--- src/hw/rtl/lcss_pkg.sv ---
// ----------------------------------------------------------------------------
// lcss_pkg
// shared types and codes for the lf clock switch sequencer
// ----------------------------------------------------------------------------
`default_nettype none

package lcss_pkg;

	localparam int DEFAULT_COUNT_WIDTH = 16;

	// source codes, same encoding on request and select
	localparam logic [2:0] SRC_RC       = 3'd0;
	localparam logic [2:0] SRC_XTAL     = 3'd1;
	localparam logic [2:0] SRC_SYNTH    = 3'd2;
	localparam logic [2:0] SRC_XTAL_LOW = 3'd3;
	localparam logic [2:0] SRC_XTAL_FULL = 3'd4;

	// word kinds
	localparam logic OP_TICK    = 1'b0;
	localparam logic OP_REQUEST = 1'b1;

	typedef struct packed {
		logic       op;
		logic [2:0] req_source;
		logic       lf_running;
		logic [1:0] running_source;
		logic       started_event;
		logic       lf_edge;
	} item_t;

	typedef struct packed {
		logic       stop_task;
		logic       start_task;
		logic       clear_started;
		logic [2:0] source_select;
		logic       busy_res;
		logic       done_res;
		logic       success;
	} result_t;

	typedef struct packed {
		logic        xtal_allowed;
		logic [15:0] stop_timeout_steps;
		logic [15:0] rc_start_timeout_steps;
		logic [15:0] ext_start_timeout_steps;
		logic [7:0]  edge_check_steps;
	} cfg_t;

endpackage

`default_nettype wire

--- src/hw/rtl/lcss_in_stage.sv ---
// ----------------------------------------------------------------------------
// lcss_in_stage
// input register holding one accepted word for the sequencer
// ----------------------------------------------------------------------------
`default_nettype none

module lcss_in_stage (
	input  wire logic           clk,
	input  wire logic           arst_n,
	input  wire logic           in_valid,
	output logic                in_ready,
	input  wire lcss_pkg::item_t in_item,
	input  wire logic           advance,
	output logic                valid_s1,
	output lcss_pkg::item_t     item_s1
);
	import lcss_pkg::*;

	// free when empty or when the held word moves on this cycle
	assign in_ready = !valid_s1 || advance;

	always_ff @(posedge clk or negedge arst_n) begin
		if (!arst_n) begin
			valid_s1 <= 1'b0;
		end else if (in_ready) begin
			valid_s1 <= in_valid;
		end
	end

	always_ff @(posedge clk) begin
		if (in_ready && in_valid) begin
			item_s1 <= in_item;
		end
	end

endmodule

`default_nettype wire

--- src/hw/rtl/lcss_seq_core.sv ---
// ----------------------------------------------------------------------------
// lcss_seq_core
// switch sequence state and next-state logic, one word per cycle while advance is high
// ----------------------------------------------------------------------------
`default_nettype none

module lcss_seq_core #(
	parameter int COUNT_WIDTH = lcss_pkg::DEFAULT_COUNT_WIDTH
) (
	input  wire logic             clk,
	input  wire logic             arst_n,
	input  wire logic             advance,
	input  wire lcss_pkg::item_t  item,
	input  wire lcss_pkg::cfg_t   cfg,
	output lcss_pkg::result_t     res
);
	import lcss_pkg::*;

	localparam int CMP_W = (COUNT_WIDTH > 16) ? COUNT_WIDTH : 16;

	typedef enum logic [2:0] {
		PH_IDLE,
		PH_STOP,
		PH_START,
		PH_EDGE,
		PH_FB_STOP,
		PH_FB_START,
		PH_FB_EDGE
	} phase_t;

	phase_t                 phase_q, phase_n;
	logic [COUNT_WIDTH-1:0] cnt_q, cnt_n, cnt_bump;
	logic [2:0]             tgt_q, tgt_n;
	logic                   latch_q, latch_n;

	logic        fb, refused, is_xtal, seen;
	logic        do_stop, do_start, do_finish, ok, act_fb;
	logic [15:0] start_lim, win;

	function automatic logic [1:0] norm_src(input logic [2:0] s);
		logic [1:0] n;
		n = s[1:0];
		if (s == SRC_XTAL_LOW || s == SRC_XTAL_FULL) begin
			n = SRC_XTAL[1:0];
		end
		return n;
	endfunction

	// saturated counter counts as expired
	function automatic logic expired(input logic [COUNT_WIDTH-1:0] c, input logic [15:0] lim);
		return (CMP_W'(c) >= CMP_W'(lim)) || (&c);
	endfunction

	assign cnt_bump = (&cnt_q) ? cnt_q : cnt_q + COUNT_WIDTH'(1);
	assign fb = (phase_q == PH_FB_STOP) || (phase_q == PH_FB_START) || (phase_q == PH_FB_EDGE);
	assign is_xtal = (item.req_source == SRC_XTAL) || (item.req_source == SRC_XTAL_LOW)
		|| (item.req_source == SRC_XTAL_FULL);
	assign refused = (item.req_source > SRC_XTAL_FULL) || (is_xtal && !cfg.xtal_allowed);
	assign start_lim = (fb || tgt_q == SRC_RC) ? cfg.rc_start_timeout_steps
		: cfg.ext_start_timeout_steps;
	// zero window behaves as one step
	assign win = {8'h00, (cfg.edge_check_steps == 8'd0) ? 8'd1 : cfg.edge_check_steps};
	assign seen = latch_q || item.lf_edge;

	always_comb begin
		res       = '0;
		phase_n   = phase_q;
		cnt_n     = cnt_q;
		tgt_n     = tgt_q;
		latch_n   = latch_q;
		do_stop   = 1'b0;
		do_start  = 1'b0;
		do_finish = 1'b0;
		ok        = 1'b0;
		act_fb    = 1'b0;

		case (phase_q)
			PH_IDLE: begin
				if (item.op == OP_REQUEST) begin
					if (refused) begin
						do_finish = 1'b1;
					end else if (item.lf_running
						&& item.running_source == norm_src(item.req_source)) begin
						do_finish = 1'b1;
						ok        = 1'b1;
					end else begin
						tgt_n   = item.req_source;
						do_stop = 1'b1;
					end
				end
			end
			PH_STOP, PH_FB_STOP: begin
				if (item.op == OP_TICK) begin
					if (!item.lf_running || expired(cnt_q, cfg.stop_timeout_steps)) begin
						do_start = 1'b1;
						act_fb   = fb;
					end else begin
						cnt_n = cnt_bump;
					end
				end
			end
			PH_START, PH_FB_START: begin
				if (item.op == OP_TICK) begin
					if (item.started_event) begin
						phase_n = fb ? PH_FB_EDGE : PH_EDGE;
						cnt_n   = '0;
						latch_n = 1'b0;
					end else if (expired(cnt_q, start_lim)) begin
						// a failed non-rc start falls back to rc
						if (fb || tgt_q == SRC_RC) begin
							do_finish = 1'b1;
						end else begin
							do_stop = 1'b1;
							act_fb  = 1'b1;
						end
					end else begin
						cnt_n = cnt_bump;
					end
				end
			end
			PH_EDGE, PH_FB_EDGE: begin
				if (item.op == OP_TICK) begin
					latch_n = seen;
					cnt_n   = cnt_bump;
					if (expired(cnt_bump, win)) begin
						latch_n = 1'b0;
						if (fb) begin
							do_finish = 1'b1;
						end else if (!seen) begin
							if (tgt_q == SRC_RC) begin
								do_finish = 1'b1;
							end else begin
								do_stop = 1'b1;
								act_fb  = 1'b1;
							end
						end else begin
							do_finish = 1'b1;
							ok = item.lf_running && item.running_source == norm_src(tgt_q);
						end
					end
				end
			end
			default: begin
				if (item.op == OP_TICK) begin
					phase_n = PH_IDLE;
				end
			end
		endcase

		// clock already stopped: go straight to the start
		if (do_stop && !item.lf_running) begin
			do_stop  = 1'b0;
			do_start = 1'b1;
		end

		if (do_stop) begin
			res.stop_task = 1'b1;
			phase_n       = act_fb ? PH_FB_STOP : PH_STOP;
			cnt_n         = '0;
		end
		if (do_start) begin
			res.start_task    = 1'b1;
			res.clear_started = 1'b1;
			res.source_select = act_fb ? SRC_RC : tgt_n;
			phase_n           = act_fb ? PH_FB_START : PH_START;
			cnt_n             = '0;
		end
		if (do_finish) begin
			res.done_res = 1'b1;
			res.success  = ok;
			phase_n      = PH_IDLE;
			cnt_n        = '0;
		end
		res.busy_res = (phase_n != PH_IDLE);
	end

	always_ff @(posedge clk or negedge arst_n) begin
		if (!arst_n) begin
			phase_q <= PH_IDLE;
			cnt_q   <= '0;
			tgt_q   <= SRC_RC;
			latch_q <= 1'b0;
		end else if (advance) begin
			phase_q <= phase_n;
			cnt_q   <= cnt_n;
			tgt_q   <= tgt_n;
			latch_q <= latch_n;
		end
	end

endmodule

`default_nettype wire

--- src/hw/rtl/lcss_out_stage.sv ---
// ----------------------------------------------------------------------------
// lcss_out_stage
// result register toward the output stream
// ----------------------------------------------------------------------------
`default_nettype none

module lcss_out_stage (
	input  wire logic              clk,
	input  wire logic              arst_n,
	input  wire logic              load,
	input  wire lcss_pkg::result_t res,
	output logic                   ready,
	output logic                   valid_s2,
	output lcss_pkg::result_t      res_s2,
	input  wire logic              out_ready
);
	import lcss_pkg::*;

	assign ready = !valid_s2 || out_ready;

	always_ff @(posedge clk or negedge arst_n) begin
		if (!arst_n) begin
			valid_s2 <= 1'b0;
		end else if (ready) begin
			valid_s2 <= load;
		end
	end

	always_ff @(posedge clk) begin
		if (ready && load) begin
			res_s2 <= res;
		end
	end

endmodule

`default_nettype wire

--- src/hw/rtl/lf_clock_switch_sequencer.sv ---
// ----------------------------------------------------------------------------
// lf_clock_switch_sequencer
// low-frequency clock source switch sequencer with rc failover
// ----------------------------------------------------------------------------
// usage
//   s_* stream: one word per switch request (s_tuser = 1) or poll tick
//   (s_tuser = 0); tdata carries the requested source and oscillator status
//   m_* stream: exactly one result word per input word, in order, carrying
//   the stop/start/clear pulses, the source to program and busy/done/success
//   apb port: five config registers at byte addresses 0, 4, 8, 12, 16;
//   write only while no word is in flight
// timing
//   one word per cycle sustained; a word accepted at edge k shows on m_* after
//   edge k+1 (input register, then next-state logic into the result register)
//   the sequence state updates once per word as it leaves the input register
// reset
//   arst_n clears both stages, the phase (idle), the wait counter, the target
//   source (rc) and the edge latch; config returns to its defaults
// stall
//   while m_tready is low the result holds, one more word waits in the input
//   register, then s_tready drops; nothing is dropped or repeated
// ----------------------------------------------------------------------------
`default_nettype none

module lf_clock_switch_sequencer #(
	parameter int COUNT_WIDTH = lcss_pkg::DEFAULT_COUNT_WIDTH
) (
	input  wire logic        clk,
	input  wire logic        arst_n,
	// input words
	input  wire logic        s_tvalid,
	output logic             s_tready,
	// req_source[2:0], lf_running[3], running_source[5:4], started_event[6],
	// lf_edge[7]
	input  wire logic [7:0]  s_tdata,
	// op[0]
	input  wire logic        s_tuser,
	// result words
	output logic             m_tvalid,
	input  wire logic        m_tready,
	// stop_task[0], start_task[1], clear_started[2], source_select[5:3],
	// busy_res[6], done_res[7], success[8], zero fill [15:9]
	output logic [15:0]      m_tdata,
	// config port
	input  wire logic        psel,
	input  wire logic        penable,
	input  wire logic        pwrite,
	input  wire logic [4:0]  paddr,
	input  wire logic [31:0] pwdata,
	output logic [31:0]      prdata,
	output logic             pready
);
	import lcss_pkg::*;

	// register map, word index
	localparam logic [2:0] REG_XTAL_ALLOWED = 3'd0;
	localparam logic [2:0] REG_STOP_TO      = 3'd1;
	localparam logic [2:0] REG_RC_START_TO  = 3'd2;
	localparam logic [2:0] REG_EXT_START_TO = 3'd3;
	localparam logic [2:0] REG_EDGE_STEPS   = 3'd4;

	cfg_t    cfg_q;
	item_t   in_item, item_s1;
	result_t res, res_s2;
	logic    valid_s1, valid_s2, ready_s2, advance;
	logic    cfg_wr;
	logic [2:0] reg_idx;

	// ------------------------------------------------------------------
	// config registers
	// ------------------------------------------------------------------
	assign pready  = 1'b1;
	assign reg_idx = paddr[4:2];
	assign cfg_wr  = psel && penable && pwrite && pready;

	always_ff @(posedge clk or negedge arst_n) begin
		if (!arst_n) begin
			cfg_q.xtal_allowed            <= 1'b1;
			cfg_q.stop_timeout_steps      <= 16'd2000;
			cfg_q.rc_start_timeout_steps  <= 16'd2000;
			cfg_q.ext_start_timeout_steps <= 16'd20000;
			cfg_q.edge_check_steps        <= 8'd6;
		end else if (cfg_wr) begin
			case (reg_idx)
				REG_XTAL_ALLOWED: cfg_q.xtal_allowed            <= pwdata[0];
				REG_STOP_TO:      cfg_q.stop_timeout_steps      <= pwdata[15:0];
				REG_RC_START_TO:  cfg_q.rc_start_timeout_steps  <= pwdata[15:0];
				REG_EXT_START_TO: cfg_q.ext_start_timeout_steps <= pwdata[15:0];
				REG_EDGE_STEPS:   cfg_q.edge_check_steps        <= pwdata[7:0];
				default: ;
			endcase
		end
	end

	// read back, unmapped addresses read zero
	always_comb begin
		case (reg_idx)
			REG_XTAL_ALLOWED: prdata = {31'd0, cfg_q.xtal_allowed};
			REG_STOP_TO:      prdata = {16'd0, cfg_q.stop_timeout_steps};
			REG_RC_START_TO:  prdata = {16'd0, cfg_q.rc_start_timeout_steps};
			REG_EXT_START_TO: prdata = {16'd0, cfg_q.ext_start_timeout_steps};
			REG_EDGE_STEPS:   prdata = {24'd0, cfg_q.edge_check_steps};
			default:          prdata = 32'd0;
		endcase
	end

	// ------------------------------------------------------------------
	// input unpacking
	// ------------------------------------------------------------------
	assign in_item.op             = s_tuser;
	assign in_item.req_source     = s_tdata[2:0];
	assign in_item.lf_running     = s_tdata[3];
	assign in_item.running_source = s_tdata[5:4];
	assign in_item.started_event  = s_tdata[6];
	assign in_item.lf_edge        = s_tdata[7];

	// word moves from input register to result register
	assign advance = valid_s1 && ready_s2;

	lcss_in_stage u_in (
		.clk      (clk),
		.arst_n   (arst_n),
		.in_valid (s_tvalid),
		.in_ready (s_tready),
		.in_item  (in_item),
		.advance  (advance),
		.valid_s1 (valid_s1),
		.item_s1  (item_s1)
	);

	// sequence state machine, updates only on advance
	lcss_seq_core #(
		.COUNT_WIDTH (COUNT_WIDTH)
	) u_core (
		.clk     (clk),
		.arst_n  (arst_n),
		.advance (advance),
		.item    (item_s1),
		.cfg     (cfg_q),
		.res     (res)
	);

	lcss_out_stage u_out (
		.clk       (clk),
		.arst_n    (arst_n),
		.load      (valid_s1),
		.res       (res),
		.ready     (ready_s2),
		.valid_s2  (valid_s2),
		.res_s2    (res_s2),
		.out_ready (m_tready)
	);

	// ------------------------------------------------------------------
	// output packing
	// ------------------------------------------------------------------
	assign m_tvalid = valid_s2;
	assign m_tdata  = {7'd0, res_s2.success, res_s2.done_res, res_s2.busy_res,
		res_s2.source_select, res_s2.clear_started, res_s2.start_task,
		res_s2.stop_task};

endmodule

`default_nettype wire

--- config.mk ---
export PLATFORM = sky130hd
export DESIGN_NAME = lf_clock_switch_sequencer
export DESIGN_NICKNAME = d
export VERILOG_FILES = /design/src/hw/rtl/lcss_pkg.sv /design/src/hw/rtl/lcss_in_stage.sv /design/src/hw/rtl/lcss_seq_core.sv /design/src/hw/rtl/lcss_out_stage.sv /design/src/hw/rtl/lf_clock_switch_sequencer.sv
export SDC_FILE = /design/constraint.sdc
export NUM_CORES = 1
export LEC_CHECK = 0
export BUFFER_PORTS_ARGS = -buffer_cell sky130_fd_sc_hd__buf_2
export CORE_AREA = 2 2 118 120
export CTS_BUF_LIST = sky130_fd_sc_hd__clkbuf_8
export CTS_CLUSTER_SIZE = 10
export DETAILED_ROUTE_END_ITERATION = 8
export DIE_AREA = 0 0 120 122
export PLACE_DENSITY = 0.8
export SLEW_MARGIN = 40
export SYNTH_ARGS = -nofsm -noshare
export SYNTH_HDL_FRONTEND = slang
export SYNTH_SLANG_ARGS = --single-unit
--- constraint.sdc ---
create_clock -name clk -period 4.6 [get_ports clk]
set_input_delay 0.92 -clock clk [delete_from_list [all_inputs] [get_ports clk]]
set_output_delay 0.92 -clock clk [all_outputs]
set_load 0.02 [all_outputs]
# Yosys cells after proc, flatten, opt, wreduce, memory -nomap -nowiden
# Index checks and enable logic that the tools add are counted.
[totals] ff_bits=100 input_bits=53 out_inout_bits=51 word_cells=191
[classes] add_sub_neg=1 order_cmp=4 n_eq_ne=25 muxes=88 n_bitwise=1 n_reduce_logical=48
[op_table] operator="$mux 16" n=11
[op_table] operator="$pmux 16 s5" n=1
[op_table] operator="$pmux 16 s3" n=1
[op_table] operator="$mux 1" n=42
[op_table] operator="$mux 3" n=14
[op_table] operator="$ge 16x16->1" n=2
[op_table] operator="$reduce_and 16->1" n=2
[op_table] operator="$mux 2" n=11
[op_table] operator="$ne 5x2->1 const B" n=4
[op_table] operator="$eq 3x2->1 const B" n=6
[op_table] operator="$eq 3x3->1 const B" n=6
[op_table] operator="$add 16x1->16 const B" n=1
[op_table] operator="$ge 16x8->1" n=1
[op_table] operator="$logic_or 1x1->1" n=15
[op_table] operator="$reduce_and 2->1" n=5
[op_table] operator="$eq 3x1->1 const B" n=3
[op_table] operator="$logic_not 3->1" n=3
[op_table] operator="$pmux 1 s3" n=3
[op_table] operator="$logic_and 1x1->1" n=8
[op_table] operator="$logic_not 8->1" n=1
[op_table] operator="$mux 8" n=1
[op_table] operator="$reduce_or 2->1" n=4
[op_table] operator="$reduce_and 7->1" n=1
[op_table] operator="$ne 2x2->1 const B" n=3
[op_table] operator="13 further kinds" n=18

# Depth between registers and ports, before layout
[logic_depth] ltp_word=20 ltp_mapped=18

# Modules after synthesis
# Synthesis repeated with hierarchy kept, for this count alone.
[hier_totals] cells_unflattened=650 hier_area_um2=6705.2
[modules_own_cells] module="lcss_seq_core" n_inst=1 cells_per_inst=409 area_each_um2=3190.6 seq_area_each_um2=575.6
[modules_own_cells] module="lf_clock_switch_sequencer" n_inst=1 cells_per_inst=215 area_each_um2=2866.5 seq_area_each_um2=1451.4
[modules_own_cells] module="lcss_in_stage" n_inst=1 cells_per_inst=13 area_each_um2=324.1 seq_area_each_um2=295.3
[modules_own_cells] module="lcss_out_stage" n_inst=1 cells_per_inst=13 area_each_um2=324.1 seq_area_each_um2=295.3

# Least setup slack after synthesis
# Ideal clock, no wire load.
[synth_path] path_kind="register to register" from="register u_core.phase_q[0]" to="register, netlist name u_out.res_s2[2]" setup_time_ps=273 arrival_ps=3953 t_required_ps=4327 slack_ps=373 stages_incl_launch_ff=17 n_path_buf=3 synth_period_minus_slack_ps=4227 path_cell_list="dfrtp_1 -> clkbuf_1 -> nand2_1 -> a21oi_1 -> buf_1 -> clkbuf_1 -> mux2i_1 -> ha_1 -> and4_1 -> nand3_1 -> o41ai_1 -> nor4_1 -> nor4b_1 -> o21bai_1 -> nor2_1 -> a211oi_1 -> a31oi_1"
[synth_rtl] element="from (decl)" line="lcss_seq_core.sv:31" source="phase_t phase_q, phase_n;"
[synth_rtl] element="from (signal assigned)" line="lcss_seq_core.sv:184" source="phase_q <= phase_n;"

# Final worst setup path
[layout_path] from="register u_core.cnt_q[0]" to="register u_core.cnt_q[1]"
[layout_between] elab_chain_cells=12
[layout_lines] element="from (decl)" line="lcss_seq_core.sv:32" source="logic [COUNT_WIDTH-1:0] cnt_q, cnt_n, cnt_bump;"
[layout_lines] element="from (signal assigned)" line="lcss_seq_core.sv:185" source="cnt_q <= cnt_n;"
[layout_lines] element="branches (longest 12 deep; another with $add 16x1->16)"
# Parallel ways; which one is timed is not known. The select of a mux whose other input is x is not followed.
# A chain may end at the register's enable or synchronous reset.

==> reports/results.ini <==
[timing]
final_critical_path_required_period_ns=4.24
tightestPinTransition_ns=0.795
clock_skew_ns=0.0127
setup_repair_after_global_routing_missed_its_margin=no
total_negative_slack_ns=0
fmax_mhz=236
final_max_slew_viol_count=0
slew_headroom_pct=45.6
fin_crit_sh_pct=92.1
final-hold-violation-count=0
setup-violations-final=0

[setup_path]
crit_path_top_delay_cell=sky130_fd_sc_hd__dfrtp_1
worst_ep_arrival_time_ns=4.55
max_stage_delay_ns=0.48
worst-path-max-fanout=8
worst-endpoint-required_ns=4.92
cp_cell_sequence=ha_1, nand4_4, or3_4, nor2_1, or3_1, xnor2_1, ha_1, a21oi_1, nor2b_1, o41a_1, nor4_4, nor2_1, a211oi_4, buf_4, nand2_1, o21ai_1
critical_path_buf_inv_count=1
crit_type=reg -> reg
critical_path.startpoint_type=flop
cp_top_family=simple AND/OR/NAND/NOR gates
cp-end-kind=flop

[layout]
final_design_area_no_fill_sq_um=7260
multi_input_comb_area_sq_um=3580
n_antenna_cell=0
stdcell_count=919
finalNetCount=828
layout-drive-gt1-share_pct=25.6
layout.filler_cells=1221
area_growth_from_synthesis_to_final_layout_pct=11.1
register_area_sq_um=2590

[place]
number_of_i_o_port_buffers=61
place.gp.congestion=0.974
dp.final_hpwl_um=11900
dpl.cell_count=903
area_after_dpl_sq_um=7060

[synthesis]
netlist_instances=670
synth_area_sq_um=6540
netlist_top_cells_area=sky130_fd_sc_hd__dfrtp_1 24%, sky130_fd_sc_hd__mux2_2 9.3%, sky130_fd_sc_hd__dfstp_2 8.0%, sky130_fd_sc_hd__ha_1 7.8%, sky130_fd_sc_hd__edfxtp_1 7.8%
syn_area_per_cell_sq_um=9.76
synth_enable_flop_cells=17
ys_ff_latch=99
asyncSetResetFlopFracSynth_pct=82.8
synthDominantAreaCellType=sky130_fd_sc_hd__dfrtp_1
yosys_warnings=0
share_of_the_yosys_chip_area_belonging_to_registers_pct=39.6
synth_ff_type=sky130_fd_sc_hd__dfrtp_1
yosys.cell_types.count=70
synthDominantCellAreaShare_pct=23.7

[cts]
cts.hold.buffers_added=0
resized_cells_post_cts=0
tritoncts.num_buffers=9
cts_num_sinks=99
clk_latency_ns=0.40
htree_levels=3
cts.path.max_buffers=2
cts_tree=done
path_clk_slew_ns=0.11
post_cts_buffers=0
cts.root.buffer_cell=sky130_fd_sc_hd__clkbuf_8

[power_and_ir_drop]
power_per_cell_area_nw_per_um2=458
power.static_leakage_uw=0.00332
vdd.ir_drop.worst_mv=0.293

[detailed_routing]
dr_total_vias=5386
remaining_drc_errors=0
vias_per_cell=5.86
route.detailed.wl_per_inst_um=17.9
ant_nets=0
detail_route.first_pass.iterations=6
routed_wirelength_um=16400
drtIter0Drc=463

[flow_run]
cap_viol_max_count=0

[floorplanning]
design.core.area_sq_um=13500
chipWidth_um=120
overall_die_area_sq_um=14600
initial_utilization_pct=48.4
die-height_um=122
pin_count=104
std_cell_rows=43

[grt]
antenna_found_initial=0
grt_max_degree=83
first_global_vias=5078
global_route_usage_over_all_layers_pct=23.3
global_route.overflow_total=0
global_route_wire_length_before_repair_um=26500

[status]
run_status=finished, final reports clean

[min_path]
min_path_type=reg -> reg

## metal layers
| metal | part of all wire (%) | wire [um] | GRT usage (%) | vias to the layer above |
|---|---|---|---|---|
| li1 | - | - | - | 2541 |
| met1 | 44 | 7310 | 31.7 | 2587 |
| met2 | 46 | 7570 | 36.3 | 221 |
| met3 | 6.4 | 1050 | 4.40 | 37 |
| met4 | 3.1 | 502 | 10.1 | 0 |
| met5 | 0 | 0 | 0 | - |
## logic make-up after synthesis
| kind of cell | count (synthesis) | synth area share (%) |
|---|---|---|
| multiplexers | 80 | 13.3 |
| AND/OR/NAND/NOR | 188 | 14.8 |
| adder cells (fa/ha/maj) | 41 | 7.85 |
| XOR/XNOR | 7 | 0.938 |
| other | 2 | 0.115 |
| buffers and inverters | 95 | 7.04 |
| AO/OA/AOI/OAI | 158 | 16.4 |
| flip-flops | 99 | 39.6 |
## cells in the final DEF, fill, tap and decap left out, types with 5 or more instances in the layout
master / count
sky130_fd_sc_hd__dfrtp_1: 62
sky130_fd_sc_hd__buf_2: 60
sky130_fd_sc_hd__nand2_1: 59
sky130_fd_sc_hd__mux2_2: 54
sky130_fd_sc_hd__nor2_1: 41
sky130_fd_sc_hd__ha_1: 41
sky130_fd_sc_hd__inv_1: 40
sky130_fd_sc_hd__o21ai_0: 37
sky130_fd_sc_hd__a21oi_1: 27
sky130_fd_sc_hd__mux2i_1: 26
sky130_fd_sc_hd__conb_1: 24
sky130_fd_sc_hd__buf_4: 24
sky130_fd_sc_hd__dfstp_2: 20
sky130_fd_sc_hd__a22oi_1: 18
sky130_fd_sc_hd__nand3_1: 17
sky130_fd_sc_hd__edfxtp_1: 17
sky130_fd_sc_hd__o22ai_1: 12
sky130_fd_sc_hd__nand2b_1: 10
sky130_fd_sc_hd__clkbuf_8: 10
sky130_fd_sc_hd__nor3_1: 8
sky130_fd_sc_hd__nand4_1: 8
sky130_fd_sc_hd__a21o_1: 6
sky130_fd_sc_hd__and2_1: 6
sky130_fd_sc_hd__o21ai_1: 6
sky130_fd_sc_hd__nor4_1: 5
sky130_fd_sc_hd__nor2b_1: 5
## report_power, final
part,leakage [uW],internal (uW),switching [uW]
Combinational,0.00206,632,873
Clock,0.0000994,216,366
Sequential,0.00116,1100,143
Total,0.00332,1940,1380
## worst min-delay path: cells and delay by family (launching register included)
| kind | cells | cell delay, ns |
|---|---|---|
| flip-flops | 1 | 0.38 |
| AO/OA/AOI/OAI | 1 | 0.08 |
| buffers and inverters | 1 | 0.06 |
## final timing paths
check / slack [ns] / from / endpoint / cells after the start
worst max-delay path: 0.36 / u_core.cnt_q[0]$_DFFE_PN0P_ / u_core.cnt_q[1]$_DFFE_PN0P_ / 16
worst min-delay path: 0.53 / cfg_q[48]$_DFFE_PN1P_ / cfg_q[48]$_DFFE_PN1P_ / 2
worst max register to register: 0.36 / u_core.cnt_q[0]$_DFFE_PN0P_ / u_core.cnt_q[1]$_DFFE_PN0P_ / 16
worst min register to register: 0.53 / cfg_q[48]$_DFFE_PN1P_ / cfg_q[48]$_DFFE_PN1P_ / 2
max in group asynchronous: 3.58 / arst_n / u_core.phase_q[0]$_DFFE_PN0P_ / 1
min in group asynchronous: 0.55 / arst_n / cfg_q[14]$_DFFE_PN0P_ / 1
## sequential cells by signal (all words and copies together) (netlist names)
name / count
u_core.tgt_q: 3
u_in.item_s1: 9
u_core.cnt_q: 16
u_core.latch_q: 1
u_in.valid_s1: 1
u_out.valid_s2: 1
u_out.res_s2: 8
cfg_q: 57
u_core.phase_q: 3
## final cells by class
cell class	count	share of cell area (%)
tap	180	3.10
inverter	40	2.07
clock buffer	9	1.71
sequential	99	35.6
timing repair buffer	86	7.08
multi-input combinational	498	49.3
clock inverter	7	1.10
## synth_stat cells, types with 3 or more instances
cell and number:
sky130_fd_sc_hd__clkbuf_1 24, sky130_fd_sc_hd__o21a_1 4, sky130_fd_sc_hd__a2bb2oi_1 3, sky130_fd_sc_hd__xnor2_1 3, sky130_fd_sc_hd__o22ai_1 12, sky130_fd_sc_hd__nor2b_1 5
sky130_fd_sc_hd__nand3_1 17, sky130_fd_sc_hd__a211oi_1 4, sky130_fd_sc_hd__dfrtp_1 62, sky130_fd_sc_hd__o211ai_1 4, sky130_fd_sc_hd__xor2_1 4, sky130_fd_sc_hd__o21ai_0 37
sky130_fd_sc_hd__or3_1 3, sky130_fd_sc_hd__buf_4 25, sky130_fd_sc_hd__nand2_1 59, sky130_fd_sc_hd__nand4_1 8, sky130_fd_sc_hd__nor4_1 5, sky130_fd_sc_hd__o21ai_1 6
sky130_fd_sc_hd__o31ai_1 4, sky130_fd_sc_hd__nand3b_1 3, sky130_fd_sc_hd__and3_1 4, sky130_fd_sc_hd__dfstp_2 20, sky130_fd_sc_hd__inv_1 40, sky130_fd_sc_hd__ha_1 41
sky130_fd_sc_hd__mux2i_1 26, sky130_fd_sc_hd__a22oi_1 18, sky130_fd_sc_hd__nand2b_1 10, sky130_fd_sc_hd__nor4b_1 5, sky130_fd_sc_hd__and2_1 6, sky130_fd_sc_hd__a21oi_1 28
sky130_fd_sc_hd__mux2_2 54, sky130_fd_sc_hd__a31oi_1 4, sky130_fd_sc_hd__a21o_1 6, sky130_fd_sc_hd__o41ai_1 3, sky130_fd_sc_hd__buf_1 3, sky130_fd_sc_hd__and4_1 3
sky130_fd_sc_hd__nor2_1 41, sky130_fd_sc_hd__edfxtp_1 17, sky130_fd_sc_hd__nor3_1 8
## through the flow
step                hold slack (ns)  setup WS (ns)  utilization [%]  total power [uW]
floorplan                     0.457          0.373                -              2290
detailed placement            0.499          0.494             52.3              2720
CTS                           0.528          0.405             53.8              3310
global route                  0.539         0.0448             53.8              3540
global placement              0.482          0.594             52.2              2680
finish                        0.525          0.364             53.8              3330
Note: power is estimated with default switching activity, not from simulation.
